**config.mk**
```make
export PLATFORM = sky130hd
export DESIGN_NAME = base64_stream_encoder
export DESIGN_NICKNAME = d
export VERILOG_FILES = /design/src/design/b64se_pkg.sv /design/src/design/b64se_front.sv /design/src/design/b64se_queue.sv /design/src/design/b64se_back.sv /design/src/design/base64_stream_encoder.sv
export SDC_FILE = /design/constraint.sdc
export NUM_CORES = 1
export LEC_CHECK = 0
export ABC_AREA = 1
export ABC_CLOCK_PERIOD_IN_PS = 5780
export BUFFER_PORTS_ARGS = -buffer_cell sky130_fd_sc_hd__buf_2
export CAP_MARGIN = 15
export CORE_ASPECT_RATIO = 1.5
export CORE_MARGIN = 2
export CORE_UTILIZATION = 68
export DETAILED_ROUTE_END_ITERATION = 6
export PLACE_DENSITY = 0.95
export SYNTH_ARGS = -nofsm -noshare
export SYNTH_HDL_FRONTEND = slang
export SYNTH_SLANG_ARGS = --single-unit
```
**constraint.sdc**
```tcl
create_clock -name clk -period 5.78 [get_ports clk]
set_clock_uncertainty 0.05 [all_clocks]
set_input_delay 1.156 -clock clk [delete_from_list [all_inputs] [get_ports clk]]
set_output_delay 1.156 -clock clk [all_outputs]
set_load 0.005 [all_outputs]
```
**src/design/b64se_pkg.sv**
```systemverilog
`default_nettype none

package b64se_pkg;

    // queue between the byte front end and the character back end
    localparam int Q_DEPTH = 2;
    localparam int Q_PTR_W = (Q_DEPTH > 1) ? $clog2(Q_DEPTH) : 1;
    localparam int Q_CNT_W = $clog2(Q_DEPTH + 1);

    // character codes
    localparam logic [7:0] PAD_CHAR = 8'h3D;
    localparam logic [7:0] CR_CHAR  = 8'h0D;
    localparam logic [7:0] LF_CHAR  = 8'h0A;

    // line length register
    localparam logic [7:0] LINE_LEN_RESET = 8'd76;
    localparam logic [7:0] MIN_LINE_LEN   = 8'd4;

    // position of the final character of a quad
    localparam logic [1:0] QUAD_LAST = 2'd3;

    // group phase codes
    localparam logic [1:0] PHASE_EMPTY = 2'd0;
    localparam logic [1:0] PHASE_ONE   = 2'd1;

    typedef struct packed {
        logic [7:0] data_byte;
        logic       is_last;
    } in_word_t;

    typedef struct packed {
        logic [7:0] out_char;
        logic       end_of_message;
    } out_word_t;

    // one encoded quad, ready for output
    typedef struct packed {
        logic [3:0][7:0] chars;
        logic            last;
    } quad_t;

    typedef enum logic {
        BK_CHAR,
        BK_LF
    } back_state_t;

    // standard base64 alphabet
    function automatic logic [7:0] sextet_char(input logic [5:0] v);
        logic [7:0] c;
        if (v < 6'd26) begin
            c = 8'h41 + {2'b00, v};
        end else if (v < 6'd52) begin
            c = 8'h61 + {2'b00, v} - 8'd26;
        end else if (v < 6'd62) begin
            c = 8'h30 + {2'b00, v} - 8'd52;
        end else if (v == 6'd62) begin
            c = 8'h2B;
        end else begin
            c = 8'h2F;
        end
        return c;
    endfunction

endpackage

`default_nettype wire

```
**src/design/b64se_front.sv**
```systemverilog
`default_nettype none

module b64se_front (
    input  wire logic               clk,
    input  wire logic               rst_n,
    input  wire logic               in_valid,
    output logic                    in_stall,
    input  wire b64se_pkg::in_word_t in_word,
    input  wire logic               q_full,
    output logic                    q_push,
    output b64se_pkg::quad_t        q_data
);
    import b64se_pkg::*;

    logic [15:0] held_reg;
    logic [15:0] held_next;
    logic [1:0]  phase_reg;
    logic [1:0]  phase_next;
    logic        accept;
    logic        group_done;
    logic [7:0]  b0;
    logic [7:0]  b1;
    logic [7:0]  b;
    logic [5:0]  s0;
    logic [5:0]  s1;
    logic [5:0]  s2;
    logic [5:0]  s3;

    // stall whenever the queue cannot take a quad
    assign in_stall = q_full;
    assign accept   = in_valid && !in_stall;

    assign b0 = held_reg[15:8];
    assign b1 = held_reg[7:0];
    assign b  = in_word.data_byte;

    // a quad goes out on a full group or at the message end
    assign group_done = phase_reg[1] || in_word.is_last;
    assign q_push     = accept && group_done;

    // sextet split for full group and tails
    always_comb
    begin
        s0 = b0[7:2];
        s1 = {b0[1:0], b1[7:4]};
        s2 = {b1[3:0], b[7:6]};
        s3 = b[5:0];
        q_data.last = in_word.is_last;
        if (phase_reg[1]) begin
            q_data.chars[0] = sextet_char(s0);
            q_data.chars[1] = sextet_char(s1);
            q_data.chars[2] = sextet_char(s2);
            q_data.chars[3] = sextet_char(s3);
        end else if (phase_reg == PHASE_EMPTY) begin
            s0 = b[7:2];
            s1 = {b[1:0], 4'b0000};
            q_data.chars[0] = sextet_char(s0);
            q_data.chars[1] = sextet_char(s1);
            q_data.chars[2] = PAD_CHAR;
            q_data.chars[3] = PAD_CHAR;
        end else begin
            s1 = {b0[1:0], b[7:4]};
            s2 = {b[3:0], 2'b00};
            q_data.chars[0] = sextet_char(s0);
            q_data.chars[1] = sextet_char(s1);
            q_data.chars[2] = sextet_char(s2);
            q_data.chars[3] = PAD_CHAR;
        end
    end

    // byte holding and phase
    always_comb
    begin
        held_next  = held_reg;
        phase_next = phase_reg;
        if (accept) begin
            if (group_done) begin
                held_next  = 16'h0000;
                phase_next = PHASE_EMPTY;
            end else if (phase_reg == PHASE_EMPTY) begin
                held_next  = {b, 8'h00};
                phase_next = PHASE_ONE;
            end else begin
                held_next  = {held_reg[15:8], b};
                phase_next = phase_reg + 2'd1;
            end
        end
    end

    always_ff @(posedge clk or negedge rst_n)
    begin
        if (!rst_n) begin
            held_reg  <= 16'h0000;
            phase_reg <= PHASE_EMPTY;
        end else begin
            held_reg  <= held_next;
            phase_reg <= phase_next;
        end
    end

endmodule

`default_nettype wire

```
**src/design/b64se_queue.sv**
```systemverilog
`default_nettype none

module b64se_queue (
    input  wire logic             clk,
    input  wire logic             rst_n,
    input  wire logic             push,
    input  wire b64se_pkg::quad_t push_data,
    input  wire logic             pop,
    output logic                  full,
    output logic                  not_empty,
    output b64se_pkg::quad_t      head
);
    import b64se_pkg::*;

    quad_t              mem_reg [Q_DEPTH];
    logic [Q_PTR_W-1:0] wr_ptr_reg;
    logic [Q_PTR_W-1:0] wr_ptr_next;
    logic [Q_PTR_W-1:0] rd_ptr_reg;
    logic [Q_PTR_W-1:0] rd_ptr_next;
    logic [Q_CNT_W-1:0] count_reg;
    logic [Q_CNT_W-1:0] count_next;
    logic               do_push;
    logic               do_pop;

    assign full      = (count_reg == Q_CNT_W'(Q_DEPTH));
    assign not_empty = (count_reg != '0);
    assign head      = mem_reg[rd_ptr_reg];
    assign do_push   = push && !full;
    assign do_pop    = pop && not_empty;

    // pointer and fill count update
    always_comb
    begin
        wr_ptr_next = wr_ptr_reg;
        rd_ptr_next = rd_ptr_reg;
        count_next  = count_reg;
        if (do_push) begin
            wr_ptr_next = (wr_ptr_reg == Q_PTR_W'(Q_DEPTH - 1)) ? '0 : wr_ptr_reg + 1'b1;
        end
        if (do_pop) begin
            rd_ptr_next = (rd_ptr_reg == Q_PTR_W'(Q_DEPTH - 1)) ? '0 : rd_ptr_reg + 1'b1;
        end
        if (do_push && !do_pop) begin
            count_next = count_reg + 1'b1;
        end else if (do_pop && !do_push) begin
            count_next = count_reg - 1'b1;
        end
    end

    always_ff @(posedge clk or negedge rst_n)
    begin
        if (!rst_n) begin
            wr_ptr_reg <= '0;
            rd_ptr_reg <= '0;
            count_reg  <= '0;
        end else begin
            wr_ptr_reg <= wr_ptr_next;
            rd_ptr_reg <= rd_ptr_next;
            count_reg  <= count_next;
        end
    end

    // entry storage
    always_ff @(posedge clk)
    begin
        if (do_push) begin
            mem_reg[wr_ptr_reg] <= push_data;
        end
    end

endmodule

`default_nettype wire

```
**src/design/b64se_back.sv**
```systemverilog
`default_nettype none

module b64se_back (
    input  wire logic             clk,
    input  wire logic             rst_n,
    input  wire logic [7:0]       line_length,
    input  wire logic             q_valid,
    input  wire b64se_pkg::quad_t q_head,
    output logic                  q_pop,
    output logic                  out_valid,
    input  wire logic             out_stall,
    output b64se_pkg::out_word_t  out_word
);
    import b64se_pkg::*;

    back_state_t state_reg;
    back_state_t state_next;
    logic        out_valid_reg;
    logic        out_valid_next;
    out_word_t   out_word_reg;
    out_word_t   out_word_next;
    logic [7:0]  col_reg;
    logic [7:0]  col_next;
    logic [1:0]  idx_reg;
    logic [1:0]  idx_next;
    logic [7:0]  limit;
    logic        brk;
    logic        adv;

    assign out_valid = out_valid_reg;
    assign out_word  = out_word_reg;

    // effective line length and break test
    assign limit = (line_length != 8'd0 && line_length < MIN_LINE_LEN) ? MIN_LINE_LEN
                                                                        : line_length;
    assign brk   = (limit != 8'd0) && (col_reg >= limit);
    assign adv   = !out_valid_reg || !out_stall;

    // next state
    always_comb
    begin
        state_next = state_reg;
        case (state_reg)
            BK_CHAR:
            begin
                if (adv && q_valid && brk) begin
                    state_next = BK_LF;
                end
            end
            BK_LF:
            begin
                if (adv) begin
                    state_next = BK_CHAR;
                end
            end
            default:
            begin
                state_next = BK_CHAR;
            end
        endcase
    end

    // output word, column and quad position
    always_comb
    begin
        out_valid_next = out_valid_reg && out_stall;
        out_word_next  = out_word_reg;
        col_next       = col_reg;
        idx_next       = idx_reg;
        q_pop          = 1'b0;
        case (state_reg)
            BK_CHAR:
            begin
                if (adv && q_valid) begin
                    out_valid_next = 1'b1;
                    if (brk) begin
                        out_word_next.out_char       = CR_CHAR;
                        out_word_next.end_of_message = 1'b0;
                        col_next                     = 8'd0;
                    end else begin
                        out_word_next.out_char       = q_head.chars[idx_reg];
                        out_word_next.end_of_message = q_head.last && (idx_reg == QUAD_LAST);
                        col_next                     = col_reg + 8'd1;
                        if (idx_reg == QUAD_LAST) begin
                            idx_next = 2'd0;
                            q_pop    = 1'b1;
                            if (q_head.last) begin
                                col_next = 8'd0;
                            end
                        end else begin
                            idx_next = idx_reg + 2'd1;
                        end
                    end
                end
            end
            BK_LF:
            begin
                if (adv) begin
                    out_valid_next               = 1'b1;
                    out_word_next.out_char       = LF_CHAR;
                    out_word_next.end_of_message = 1'b0;
                end
            end
            default:
            begin
                out_valid_next = 1'b0;
            end
        endcase
    end

    always_ff @(posedge clk or negedge rst_n)
    begin
        if (!rst_n) begin
            state_reg     <= BK_CHAR;
            out_valid_reg <= 1'b0;
            col_reg       <= 8'd0;
            idx_reg       <= 2'd0;
        end else begin
            state_reg     <= state_next;
            out_valid_reg <= out_valid_next;
            col_reg       <= col_next;
            idx_reg       <= idx_next;
        end
    end

    always_ff @(posedge clk)
    begin
        out_word_reg <= out_word_next;
    end

    // a pending line feed always sits behind a waiting carriage return
    a_lf_after_cr: assert property (@(posedge clk) disable iff (!rst_n)
        state_reg == BK_LF |-> out_valid_reg && out_word_reg.out_char == CR_CHAR)
        else $error("line feed pending without carriage return in output");

    // the head quad stays while its characters are partly sent
    a_head_held: assert property (@(posedge clk) disable iff (!rst_n)
        idx_reg != 2'd0 |-> q_valid)
        else $error("queue head lost in the middle of a quad");

    // message end never marks a line break character
    a_eom_char: assert property (@(posedge clk) disable iff (!rst_n)
        out_valid_reg && out_word_reg.end_of_message |->
            out_word_reg.out_char != CR_CHAR && out_word_reg.out_char != LF_CHAR)
        else $error("end of message on a line break");

    // a quad leaves the queue only on its final character
    a_pop_last: assert property (@(posedge clk) disable iff (!rst_n)
        q_pop |-> idx_reg == QUAD_LAST && state_reg == BK_CHAR)
        else $error("quad popped before its final character");

endmodule

`default_nettype wire

```
**src/design/base64_stream_encoder.sv**
```systemverilog
// base64 encoder with line breaks, one byte in per word, one character out per word
// path: the quad of the byte that completes it is written into the quad queue, then its first character is registered
// throughput: one output character per cycle while out_stall is low, four characters per three bytes plus CR and LF
// per line break; the output sequencer paces this, input stalls only while the two-entry quad queue is full
// reset: rst_n clears held bytes, phase, column and queue at once; line_length returns to 76
`default_nettype none

module base64_stream_encoder (
    input  wire logic                 clk,
    input  wire logic                 rst_n,
    input  wire logic                 in_valid,
    output logic                      in_stall,
    input  wire b64se_pkg::in_word_t  in_word,
    output logic                      out_valid,
    input  wire logic                 out_stall,
    output b64se_pkg::out_word_t      out_word,
    input  wire logic                 cfg_write_en,
    input  wire logic [7:0]           cfg_write_data
);
    import b64se_pkg::*;

    logic [7:0] line_length_reg;
    logic [7:0] line_length_next;
    logic       q_full;
    logic       q_push;
    quad_t      q_push_data;
    logic       q_pop;
    logic       q_not_empty;
    quad_t      q_head;

    // line length register
    assign line_length_next = cfg_write_en ? cfg_write_data : line_length_reg;

    always_ff @(posedge clk or negedge rst_n)
    begin
        if (!rst_n) begin
            line_length_reg <= LINE_LEN_RESET;
        end else begin
            line_length_reg <= line_length_next;
        end
    end

    // byte grouping and character lookup
    b64se_front u_front (
        .clk      (clk),
        .rst_n    (rst_n),
        .in_valid (in_valid),
        .in_stall (in_stall),
        .in_word  (in_word),
        .q_full   (q_full),
        .q_push   (q_push),
        .q_data   (q_push_data)
    );

    // quad queue
    b64se_queue u_queue (
        .clk       (clk),
        .rst_n     (rst_n),
        .push      (q_push),
        .push_data (q_push_data),
        .pop       (q_pop),
        .full      (q_full),
        .not_empty (q_not_empty),
        .head      (q_head)
    );

    // character sequencer with line breaks
    b64se_back u_back (
        .clk         (clk),
        .rst_n       (rst_n),
        .line_length (line_length_reg),
        .q_valid     (q_not_empty),
        .q_head      (q_head),
        .q_pop       (q_pop),
        .out_valid   (out_valid),
        .out_stall   (out_stall),
        .out_word    (out_word)
    );

endmodule

`default_nettype wire

```
==> results of run 1 <==
==> critical path: cells and delay by family, from the launching register on <==
family          cells  cell delay (ps)
fa+ha+maj           2              680
buf+inv             1               70
flops               1              390
simple gates       11             1480
xor+xnor            1              160
compound gates      2              340
==> power by group through the flow <==
| stage | combinational [mW] | clock [mW] | sequential (mW) |
|---|---|---|---|
| floorplan | 1.39 | 0 | 1.36 |
| global placement | 1.73 | 0 | 1.44 |
| detailed placement | 1.79 | 0 | 1.45 |
| CTS | 1.86 | 1.06 | 1.45 |
| global route | 2.10 | 1.10 | 1.48 |
| finish | 1.92 | 1.07 | 1.46 |
==> path summary, 6_finish.rpt <==
path	end	slack (ps)	cells past startpoint
setup / recovery	u_queue.count_reg[1]	2490	17
hold / removal	u_queue.wr_ptr_reg	470	1
setup reg to reg	u_queue.count_reg[1]	2490	17
hold reg to reg	u_queue.wr_ptr_reg	470	1
max in group asynchronous	u_front.held_reg[8]	4180	1
min in group asynchronous	line_length_reg[4]	850	1
==> final cells by class <==
type / count / area share
well taps: 153 / 0.0215
inverters: 120 / 0.0520
clock inverters: 15 / 0.0191
flip-flops and latches: 117 / 0.371
multi-input cells: 769 / 0.468
clock buffers: 17 / 0.0478
repair buffers: 35 / 0.0205
==> cells by family (layout without fill, tap and decap cells) <==
logic type	after synthesis	count (layout)	synth area share
AND/OR/NAND/NOR	465	465	0.244
adder cells (fa/ha/maj)	53	53	0.0810
XOR/XNOR	29	29	0.0310
AO/OA/AOI/OAI	222	222	0.153
flip-flops	117	117	0.404
buffers and inverters	155	187	0.0873
==> metrics by stage <==
stage          cell area (µm²)  power, mW  cells
3_3_place_gp              8310       3.16   1194
3_5_place_dp              8310       3.24   1194
6_report                  8910       4.45   1226
5_1_grt                   8910       4.68   1226
4_1_cts                   8910       4.37   1226
2_1_floorplan             8180       2.75   1041
==> synth_stat cells (all sizes together) (2+ instances only) <==
master	instances
dfrtp	39
xnor2	3
o21ai	103
o211ai	7
a22o	2
nand3	77
o22ai	25
clkinv	2
buf	33
o31ai	3
o21bai	2
a21oi	71
inv	118
nand2	253
dfstp	3
nand4	20
nor3	11
a31oi	4
ha	53
nor2	102
edfxtp	75
clkbuf	2
a21o	2
xor2	26
==> layer usage <==
metal / up-vias / share of wire
met5: - / 0
met4: 0 / 0.053
met3: 107 / 0.086
met2: 521 / 0.50
met1: 3527 / 0.36
li1: 3562 / -
==> impl_metrics.py, run 1 <==
metrics = {
    "run_status": {
        "status": "completed",
    },
    "worst_setup_path": {
        "crit_path_start_kind": "flip-flop",
        "critPathSlowestCell": "ha_1",
        "cp-end-kind": "flip-flop",
        "crit_arrival_ps": 3540,
        "crit_fanout": 16,
        "cpPeakStageDelay_ps": 400,
        "crit_type": "reg2reg",
        "reg2reg_from": "line_length_reg[5]",
        "cp_common_cell": "nand2_1",
        "cp_data_required_time_ps": 6020,
        "startpoint": "line_length_reg[5]",
        "crit_chain": "nor3_2 > nand2_1 > nor3_1 > nor2_1 > ha_1 > inv_1 > nand2_1 > nand3_1 > nand2_1 > nand2_1 > nand2_1 > nand2_2 > nand3_1 > ha_1 > a21oi_1 > o21ai_0 > xor2_1",
    },
    "global_routing": {
        "grt_usage": 0.368,
        "grt_max_degree": 43,
        "grt_pass1_wl_mm": 37.1,
        "grtUsageMet3": 0.0632,
        "use_met1": 0.435,
        "gr-total-overflow": 0,
        "grt_pass1_vias": 7297,
        "top_usage_layer": "met2",
        "antenna_found_initial": 0,
        "use_met2": 0.637,
    },
    "routing": {
        "drc": 0,
        "drtAntennaViolNets": 0,
        "avgRoutedWirePerCell_um": 19.4,
        "first_iter_violations": 1073,
        "via_per_inst": 6.29,
        "vias": 7717,
        "drt_pass1_iterations": 7,
        "drt_wl_total_mm": 23.8,
    },
    "layout": {
        "diodes": 0,
        "area_delta_synth_final_pct": 8.84,
        "fin_nets": 1135,
        "final_util": 0.749,
        "largest_reg_flops": 66,
        "num-fill-cells": 882,
        "final_common_cell": "nand2_1",
        "drive_gt1_frac": 0.111,
        "multi_input_area_mm2": 0.00417,
        "register_area_mm2": 0.00331,
        "final_cell_mix": "245 x nand2_1, 99 x inv_1, 93 x nor2_1",
    },
    "timing": {
        "setup_tns_ps": 0,
        "setup_viol": 0,
        "tightest_slew_ps": 1010,
        "fmax_ghz": 0.304,
        "worst_slew_margin_rel": 0.325,
        "fin_crit_sh": 0.570,
        "rsz0062_at_grt": "false",
        "setup_ws_ps": 2490,
        "drv_slew": 0,
        "min_period_ps": 3290,
        "whs_ps": 466,
        "hold_viol": 0,
    },
    "power": {
        "pwr_density_cell_mw_per_mm2": 499,
        "peakVddDrop_v": 0.000256,
        "internal-power_mw": 2.46,
        "seqPwrFrac": 0.329,
        "p_comb_frac": 0.432,
        "power_frac_clock": 0.240,
        "swShare": 0.446,
        "p_sw_mw": 1.98,
        "cellLeakagePower_nw": 3.96,
    },
    "min_path": {
        "hold_start": "u_queue.wr_ptr_reg",
        "min-delay-path-class": "reg2reg",
    },
    "cts": {
        "cts_setup_buffers": 0,
        "numCtsBuffers": 17,
        "clockBufferDepth": 2,
        "ctsResizeCount": 0,
        "cts_hold_buf": 0,
        "clkTransAtPathRegs_ps": 60,
        "clock_latency_ps": 420,
        "cts_tree": "done",
        "cts_sinks": 117,
        "root_buffer": "clkbuf_16",
        "htree_levels": 4,
    },
    "synthesis": {
        "ys_seq_elements": 117,
        "synth-seq-area-share": 0.404,
        "yosys_most_used_dff": "edfxtp_1",
        "mappedNetlistArea_mm2": 0.00818,
        "synth_area_leaders": "edfxtp_1 28%, dfrtp_1 12%, nand2_1 11%",
        "synth_top_area_frac": 0.275,
        "synthArstFlopShare": 0.359,
        "synthCells": 1041,
        "syn_avg_cell_area_um2": 7.86,
        "ys_warn_count": 0,
        "synth_nets": 1116,
        "synth_edf_count": 75,
        "yosys.area.top_type": "edfxtp_1",
        "synthDistinctLibCells": 45,
    },
    "floorplan": {
        "pin_count": 33,
        "initial_core_util": 0.688,
        "chipHeight_um": 138,
        "rows": 49,
        "dieArea_mm2": 0.0129,
        "die_w_um": 93.6,
        "core_area_mm2": 0.0119,
    },
    "place": {
        "io_buffers": 32,
        "place_congestion": 1.05,
        "dp_hpwl_mm": 15.8,
        "pre_cts_ws_ps": 2470,
    },
    "job": {
        "cap_violations": 0,
    },
}
Note: power is estimated with default switching activity, not from simulation.
==> run 2: changes to the inputs <==
--- a/config.mk
+++ b/config.mk
@@ -6,14 +6,14 @@
 export NUM_CORES = 1
 export LEC_CHECK = 0
 export ABC_AREA = 1
-export ABC_CLOCK_PERIOD_IN_PS = 5780
+export ABC_CLOCK_PERIOD_IN_PS = 3100
 export BUFFER_PORTS_ARGS = -buffer_cell sky130_fd_sc_hd__buf_2
 export CAP_MARGIN = 15
 export CORE_ASPECT_RATIO = 1.5
 export CORE_MARGIN = 2
-export CORE_UTILIZATION = 68
+export CORE_UTILIZATION = 63
 export DETAILED_ROUTE_END_ITERATION = 6
-export PLACE_DENSITY = 0.95
+export PLACE_DENSITY = 0.91
 export SYNTH_ARGS = -nofsm -noshare
 export SYNTH_HDL_FRONTEND = slang
 export SYNTH_SLANG_ARGS = --single-unit
==> constraint.sdc (replaced) <==
create_clock -name clk -period 3.1 [get_ports clk]
set_clock_uncertainty 0.05 [all_clocks]
set_input_delay 0.62 -clock clk [delete_from_list [all_inputs] [get_ports clk]]
set_output_delay 0.62 -clock clk [all_outputs]
set_load 0.005 [all_outputs]
==> impl_metrics.py, run 2 (same netlist as run 1, synthesis figures left out) <==
metrics = {
    "cts": {
        "clock_latency_ps": 410,
        "cts_tree": "done",
        "clkTransAtPathRegs_ps": 60,
        "htree_levels": 4,
        "root_buffer": "clkbuf_16",
        "numCtsBuffers": 17,
        "cts_sinks": 117,
        "clockBufferDepth": 2,
    },
    "place": {
        "postPlaceCellArea_mm2": 0.00836,
        "dp_hpwl_mm": 16.2,
        "io_buffers": 32,
        "place_congestion": 0.971,
        "pre_cts_ws_ps": 352,
    },
    "routing": {
        "drtAntennaViolNets": 0,
        "routed.top_layer": "met4",
        "avgRoutedWirePerCell_um": 18.6,
        "drc": 1,
        "vias": 7586,
        "via_per_inst": 6.12,
        "met1Wirelength_mm": 8.12,
        "wl_met3_mm": 1.55,
        "first_iter_violations": 843,
        "drt_pass1_iterations": 7,
        "route.met2.wl_mm": 11.9,
        "drt_wl_total_mm": 23.0,
    },
    "layout": {
        "final_cell_mix": "245 x nand2_1, 99 x inv_1, 93 x nor2_1",
        "drive_gt1_frac": 0.118,
        "diodes": 0,
        "area_delta_synth_final_pct": 9.60,
        "fin_area_mm2": 0.00897,
        "final_common_cell": "nand2_1",
        "fin_nets": 1142,
        "largest_reg_flops": 66,
    },
    "timing": {
        "drv_slew": 0,
        "setup_viol": 0,
        "min_period_ps": 2750,
        "fin_crit_sh": 0.886,
        "tightest_slew_ps": 734,
        "rsz0062_at_grt": "false",
        "fmax_ghz": 0.364,
        "hold_viol": 0,
        "setup_tns_ps": 0,
        "worst_slew_margin_rel": 0.507,
        "setup_ws_ps": 354,
    },
    "global_routing": {
        "grt_max_degree": 43,
        "antenna_found_initial": 0,
        "grt_pass1_vias": 7412,
        "gr-total-overflow": 0,
        "grt_usage": 0.338,
        "grt_pass1_wl_mm": 37.0,
    },
    "floorplan": {
        "initial_core_util": 0.638,
        "die_w_um": 97.1,
        "rows": 51,
        "core_area_mm2": 0.0128,
        "pin_count": 33,
        "dieArea_mm2": 0.0139,
        "chipHeight_um": 144,
    },
    "run_status": {
        "status": "complete, but fails checks",
        "violations": "design-rule violations",
    },
    "worst_setup_path": {
        "crit_type": "reg2reg",
        "cp_data_required_time_ps": 3330,
        "crit_arrival_ps": 2980,
        "cp-end-kind": "flip-flop",
        "crit_path_start_kind": "flip-flop",
        "crit_fanout": 3,
    },
    "power": {
        "pwr_density_cell_mw_per_mm2": 914,
        "peakVddDrop_v": 0.000494,
        "cellLeakagePower_nw": 4.00,
        "total_power_mw": 8.20,
    },
    "job": {
        "cap_violations": 0,
    },
    "min_path": {
        "min-delay-path-class": "in2async",
    },
}
==> run 2: critical path: stages (launching register included) <==
cell and delay, ps:
dfrtp_1 380, nor3_2 200, nand2_1 80, nor3_2 180, nor2_1 90, ha_1 280, nand2_1 100, nor2_1 50
nor2_1 80, nand2_1 80, nand2_1 70, nand2_1 60, nand2_2 80, nand3_1 100, ha_1 340, a21oi_1 110
o21ai_0 120, xor2_1 160
==> run 2: layout make-up <==
cell class                      count  area [µm²]
Tap cell                          159         199
Sequential cell                   117        3310
Clock buffer                       17         425
Clock inverter                     15         155
Fill cell                        1049        3860
Inverter                          120         463
Multi-Input combinational cell    769        4170
Timing Repair Buffer               42         248
==> run 2: timing repair <==
action / CTS / global route
buffers inserted: 0 / 0
gates resized for setup: 0 / 1
endpoints found under the setup margin: 0 / 1
hold buffers: 0 / 0
==> run 2: power breakdown <==
group | total, mW | leakage (nW) | switching, mW | internal [mW]
clock | 1.93 | 0.282 | 0.739 | 1.19
sequential | 2.66 | 1.22 | 0.354 | 2.30
combinational | 3.62 | 2.49 | 2.49 | 1.13
total | 8.20 | 4.00 | 3.58 | 4.62
==> run 2: path summary, 6_finish.rpt <==
path                                     from              endpoint  slack [ps]  cells past startpoint
max                        line_length_reg[5]  u_queue.count_reg[1]         350                     17
min                                     rst_n    line_length_reg[7]          70                      1
max reg2reg                line_length_reg[5]  u_queue.count_reg[1]         350                     17
min reg2reg                line_length_reg[6]    line_length_reg[6]         470                      2
max in group asynchronous               rst_n    line_length_reg[6]        2370                      2
min in group clk            cfg_write_data[4]    line_length_reg[4]         360                      3
==> run 2: layer usage <==
| layer | up-vias | track usage |
|---|---|---|
| li1 | 3572 | - |
| met5 | - | 0 |
| met4 | 0 | 0.205 |
| met2 | 407 | 0.607 |
| met1 | 3483 | 0.369 |
| met3 | 124 | 0.0632 |
==> run 2: metrics by stage <==
step | hold WS (ps) | utilization | std cells
final | 70.6 | 0.699 | 1239
after global routing | 86.4 | 0.699 | 1239
after CTS | 358 | 0.697 | 1238
after detailed placement | 457 | 0.652 | 1206
after global placement | 449 | 0.652 | 1206
after floorplan | 274 | - | 1041
==> run 3: changes to the inputs <==
--- a/config.mk
+++ b/config.mk
@@ -11,9 +11,10 @@
 export CAP_MARGIN = 15
 export CORE_ASPECT_RATIO = 1.5
 export CORE_MARGIN = 2
-export CORE_UTILIZATION = 63
+export CORE_UTILIZATION = 65
+export CTS_BUF_LIST = sky130_fd_sc_hd__clkbuf_8
 export DETAILED_ROUTE_END_ITERATION = 6
-export PLACE_DENSITY = 0.91
+export PLACE_DENSITY = 0.93
 export SYNTH_ARGS = -nofsm -noshare
 export SYNTH_HDL_FRONTEND = slang
 export SYNTH_SLANG_ARGS = --single-unit
==> impl_metrics.py, run 3 (same netlist as run 1, synthesis figures left out) <==
metrics = {
    "routing": {
        "drt_wl_total_mm": 22.0,
        "first_iter_violations": 842,
        "avgRoutedWirePerCell_um": 17.8,
        "drt_pass1_iterations": 6,
        "vias": 7544,
        "via_per_inst": 6.11,
        "drc": 0,
        "drtAntennaViolNets": 0,
    },
    "place": {
        "io_buffers": 32,
        "place_congestion": 1.00,
        "dp_hpwl_mm": 16.1,
        "postPlaceCellArea_mm2": 0.00836,
    },
    "layout": {
        "multi_input_area_mm2": 0.00417,
        "final_common_cell": "nand2_1",
        "drive_gt1_frac": 0.117,
        "area_delta_synth_final_pct": 7.09,
        "num-fill-cells": 971,
        "register_area_mm2": 0.00331,
        "final_cell_mix": "245 x nand2_1, 99 x inv_1, 93 x nor2_1",
        "fin_area_mm2": 0.00876,
        "largest_reg_flops": 66,
        "fin_nets": 1141,
        "final_util": 0.708,
        "diodes": 0,
    },
    "cts": {
        "htree_levels": 4,
        "cts_sinks": 117,
        "clkTransAtPathRegs_ps": 80,
        "cts_hold_buf": 0,
        "clock_latency_ps": 450,
        "ctsResizeCount": 0,
        "clockBufferDepth": 2,
        "cts_tree": "done",
        "root_buffer": "clkbuf_8",
        "numCtsBuffers": 17,
        "cts_setup_buffers": 0,
    },
    "worst_setup_path": {
        "crit_fanout": 3,
        "critPathSlowestCell": "dfrtp_1",
        "cp_num_buf_inv": 1,
        "path_delay_family": "simple AND/OR/NAND/NOR gates",
        "crit_chain": "nor3_2 > nand2_1 > nor3_1 > nor2_1 > ha_1 > inv_1 > nand2_1 > nand3_1 > nand2_1 > nand2_1 > nand2_1 > nand2_2 > nand3_1 > ha_1 > a21oi_1 > o21ai_0 > xor2_1",
        "crit_type": "reg2reg",
        "cp_common_cell": "nand2_1",
        "crit_path_start_kind": "flip-flop",
        "r2r_end": "u_queue.count_reg[1]",
        "cp_data_required_time_ps": 3360,
        "cp-end-kind": "flip-flop",
        "reg2reg_from": "line_length_reg[5]",
        "crit_arrival_ps": 3010,
        "cpPeakStageDelay_ps": 390,
        "rrSetupSlack_ps": 350,
        "r2r_cells": 17,
    },
    "global_routing": {
        "grt_usage": 0.337,
        "grt_pass1_vias": 7144,
        "gr-total-overflow": 0,
        "grt_max_degree": 43,
        "antenna_found_initial": 0,
        "grt_pass1_wl_mm": 34.9,
    },
    "power": {
        "peakVddDrop_v": 0.000377,
        "pwr_density_cell_mw_per_mm2": 872,
        "cellLeakagePower_nw": 3.90,
        "total_power_mw": 7.64,
    },
    "timing": {
        "setup_tns_ps": 0,
        "whs_ps": 289,
        "setup_viol": 0,
        "worst_slew_margin_rel": 0.334,
        "fmax_ghz": 0.364,
        "fin_crit_sh": 0.886,
        "rsz0062_at_grt": "false",
        "tightest_slew_ps": 999,
        "hold_viol": 0,
        "min_period_ps": 2750,
        "drv_slew": 0,
    },
    "floorplan": {
        "core_area_mm2": 0.0124,
        "dieArea_mm2": 0.0135,
        "chipHeight_um": 141,
        "pin_count": 33,
        "die_w_um": 95.6,
        "initial_core_util": 0.661,
        "rows": 50,
    },
    "min_path": {
        "min-delay-path-class": "in2async",
    },
    "run_status": {
        "status": "completed",
    },
    "job": {
        "cap_violations": 0,
    },
}
[run 3: how the worst max path moves through the flow]
stage / from / endpoint / slack, ps / depth (start not counted)
floorplan: in_valid / u_queue.mem_reg[1][0] / 290 / 4
global placement: in_word[3] / u_queue.mem_reg[0][30] / 480 / 8
detailed placement: in_word[3] / u_queue.mem_reg[0][29] / 350 / 8
CTS: line_length_reg[5] / u_queue.count_reg[1] / 350 / 17
global route: line_length_reg[5] / u_queue.count_reg[1] / 110 / 17
finish: line_length_reg[5] / u_queue.count_reg[1] / 350 / 17
[run 3: routing by layer]
layer  wire length [µm]  global-route usage  vias to the layer above  share of wire
li1                   -                   -                     3550              -
met2              11400               0.593                      434           0.52
met3               1570              0.0674                      106          0.071
met5                  0                   0                        -              0
met1               7850               0.374                     3454           0.36
met4               1220               0.179                        0          0.055
[run 3: layout make-up]
cell class                 count  area share
clock buffer                  17      0.0267
sequential                   117       0.377
timing repair buffer          41      0.0260
multi-input combinational    769       0.476
tap                          156      0.0223
clock inverter                15      0.0194
inverter                     120      0.0528
[run 3: power by group]
group	leakage (nW)	total (mW)	internal, mW	switching [mW]
combinational	2.48	3.55	1.12	2.43
sequential	1.22	2.66	2.30	0.357
clock	0.200	1.43	0.734	0.694
total	3.90	7.64	4.16	3.48
[run 3: through the flow]
step | instances | setup WS, ps
after floorplan | 1041 | 289
after global placement | 1203 | 479
after detailed placement | 1203 | 354
after CTS | 1235 | 348
after global routing | 1235 | 114
final | 1235 | 355
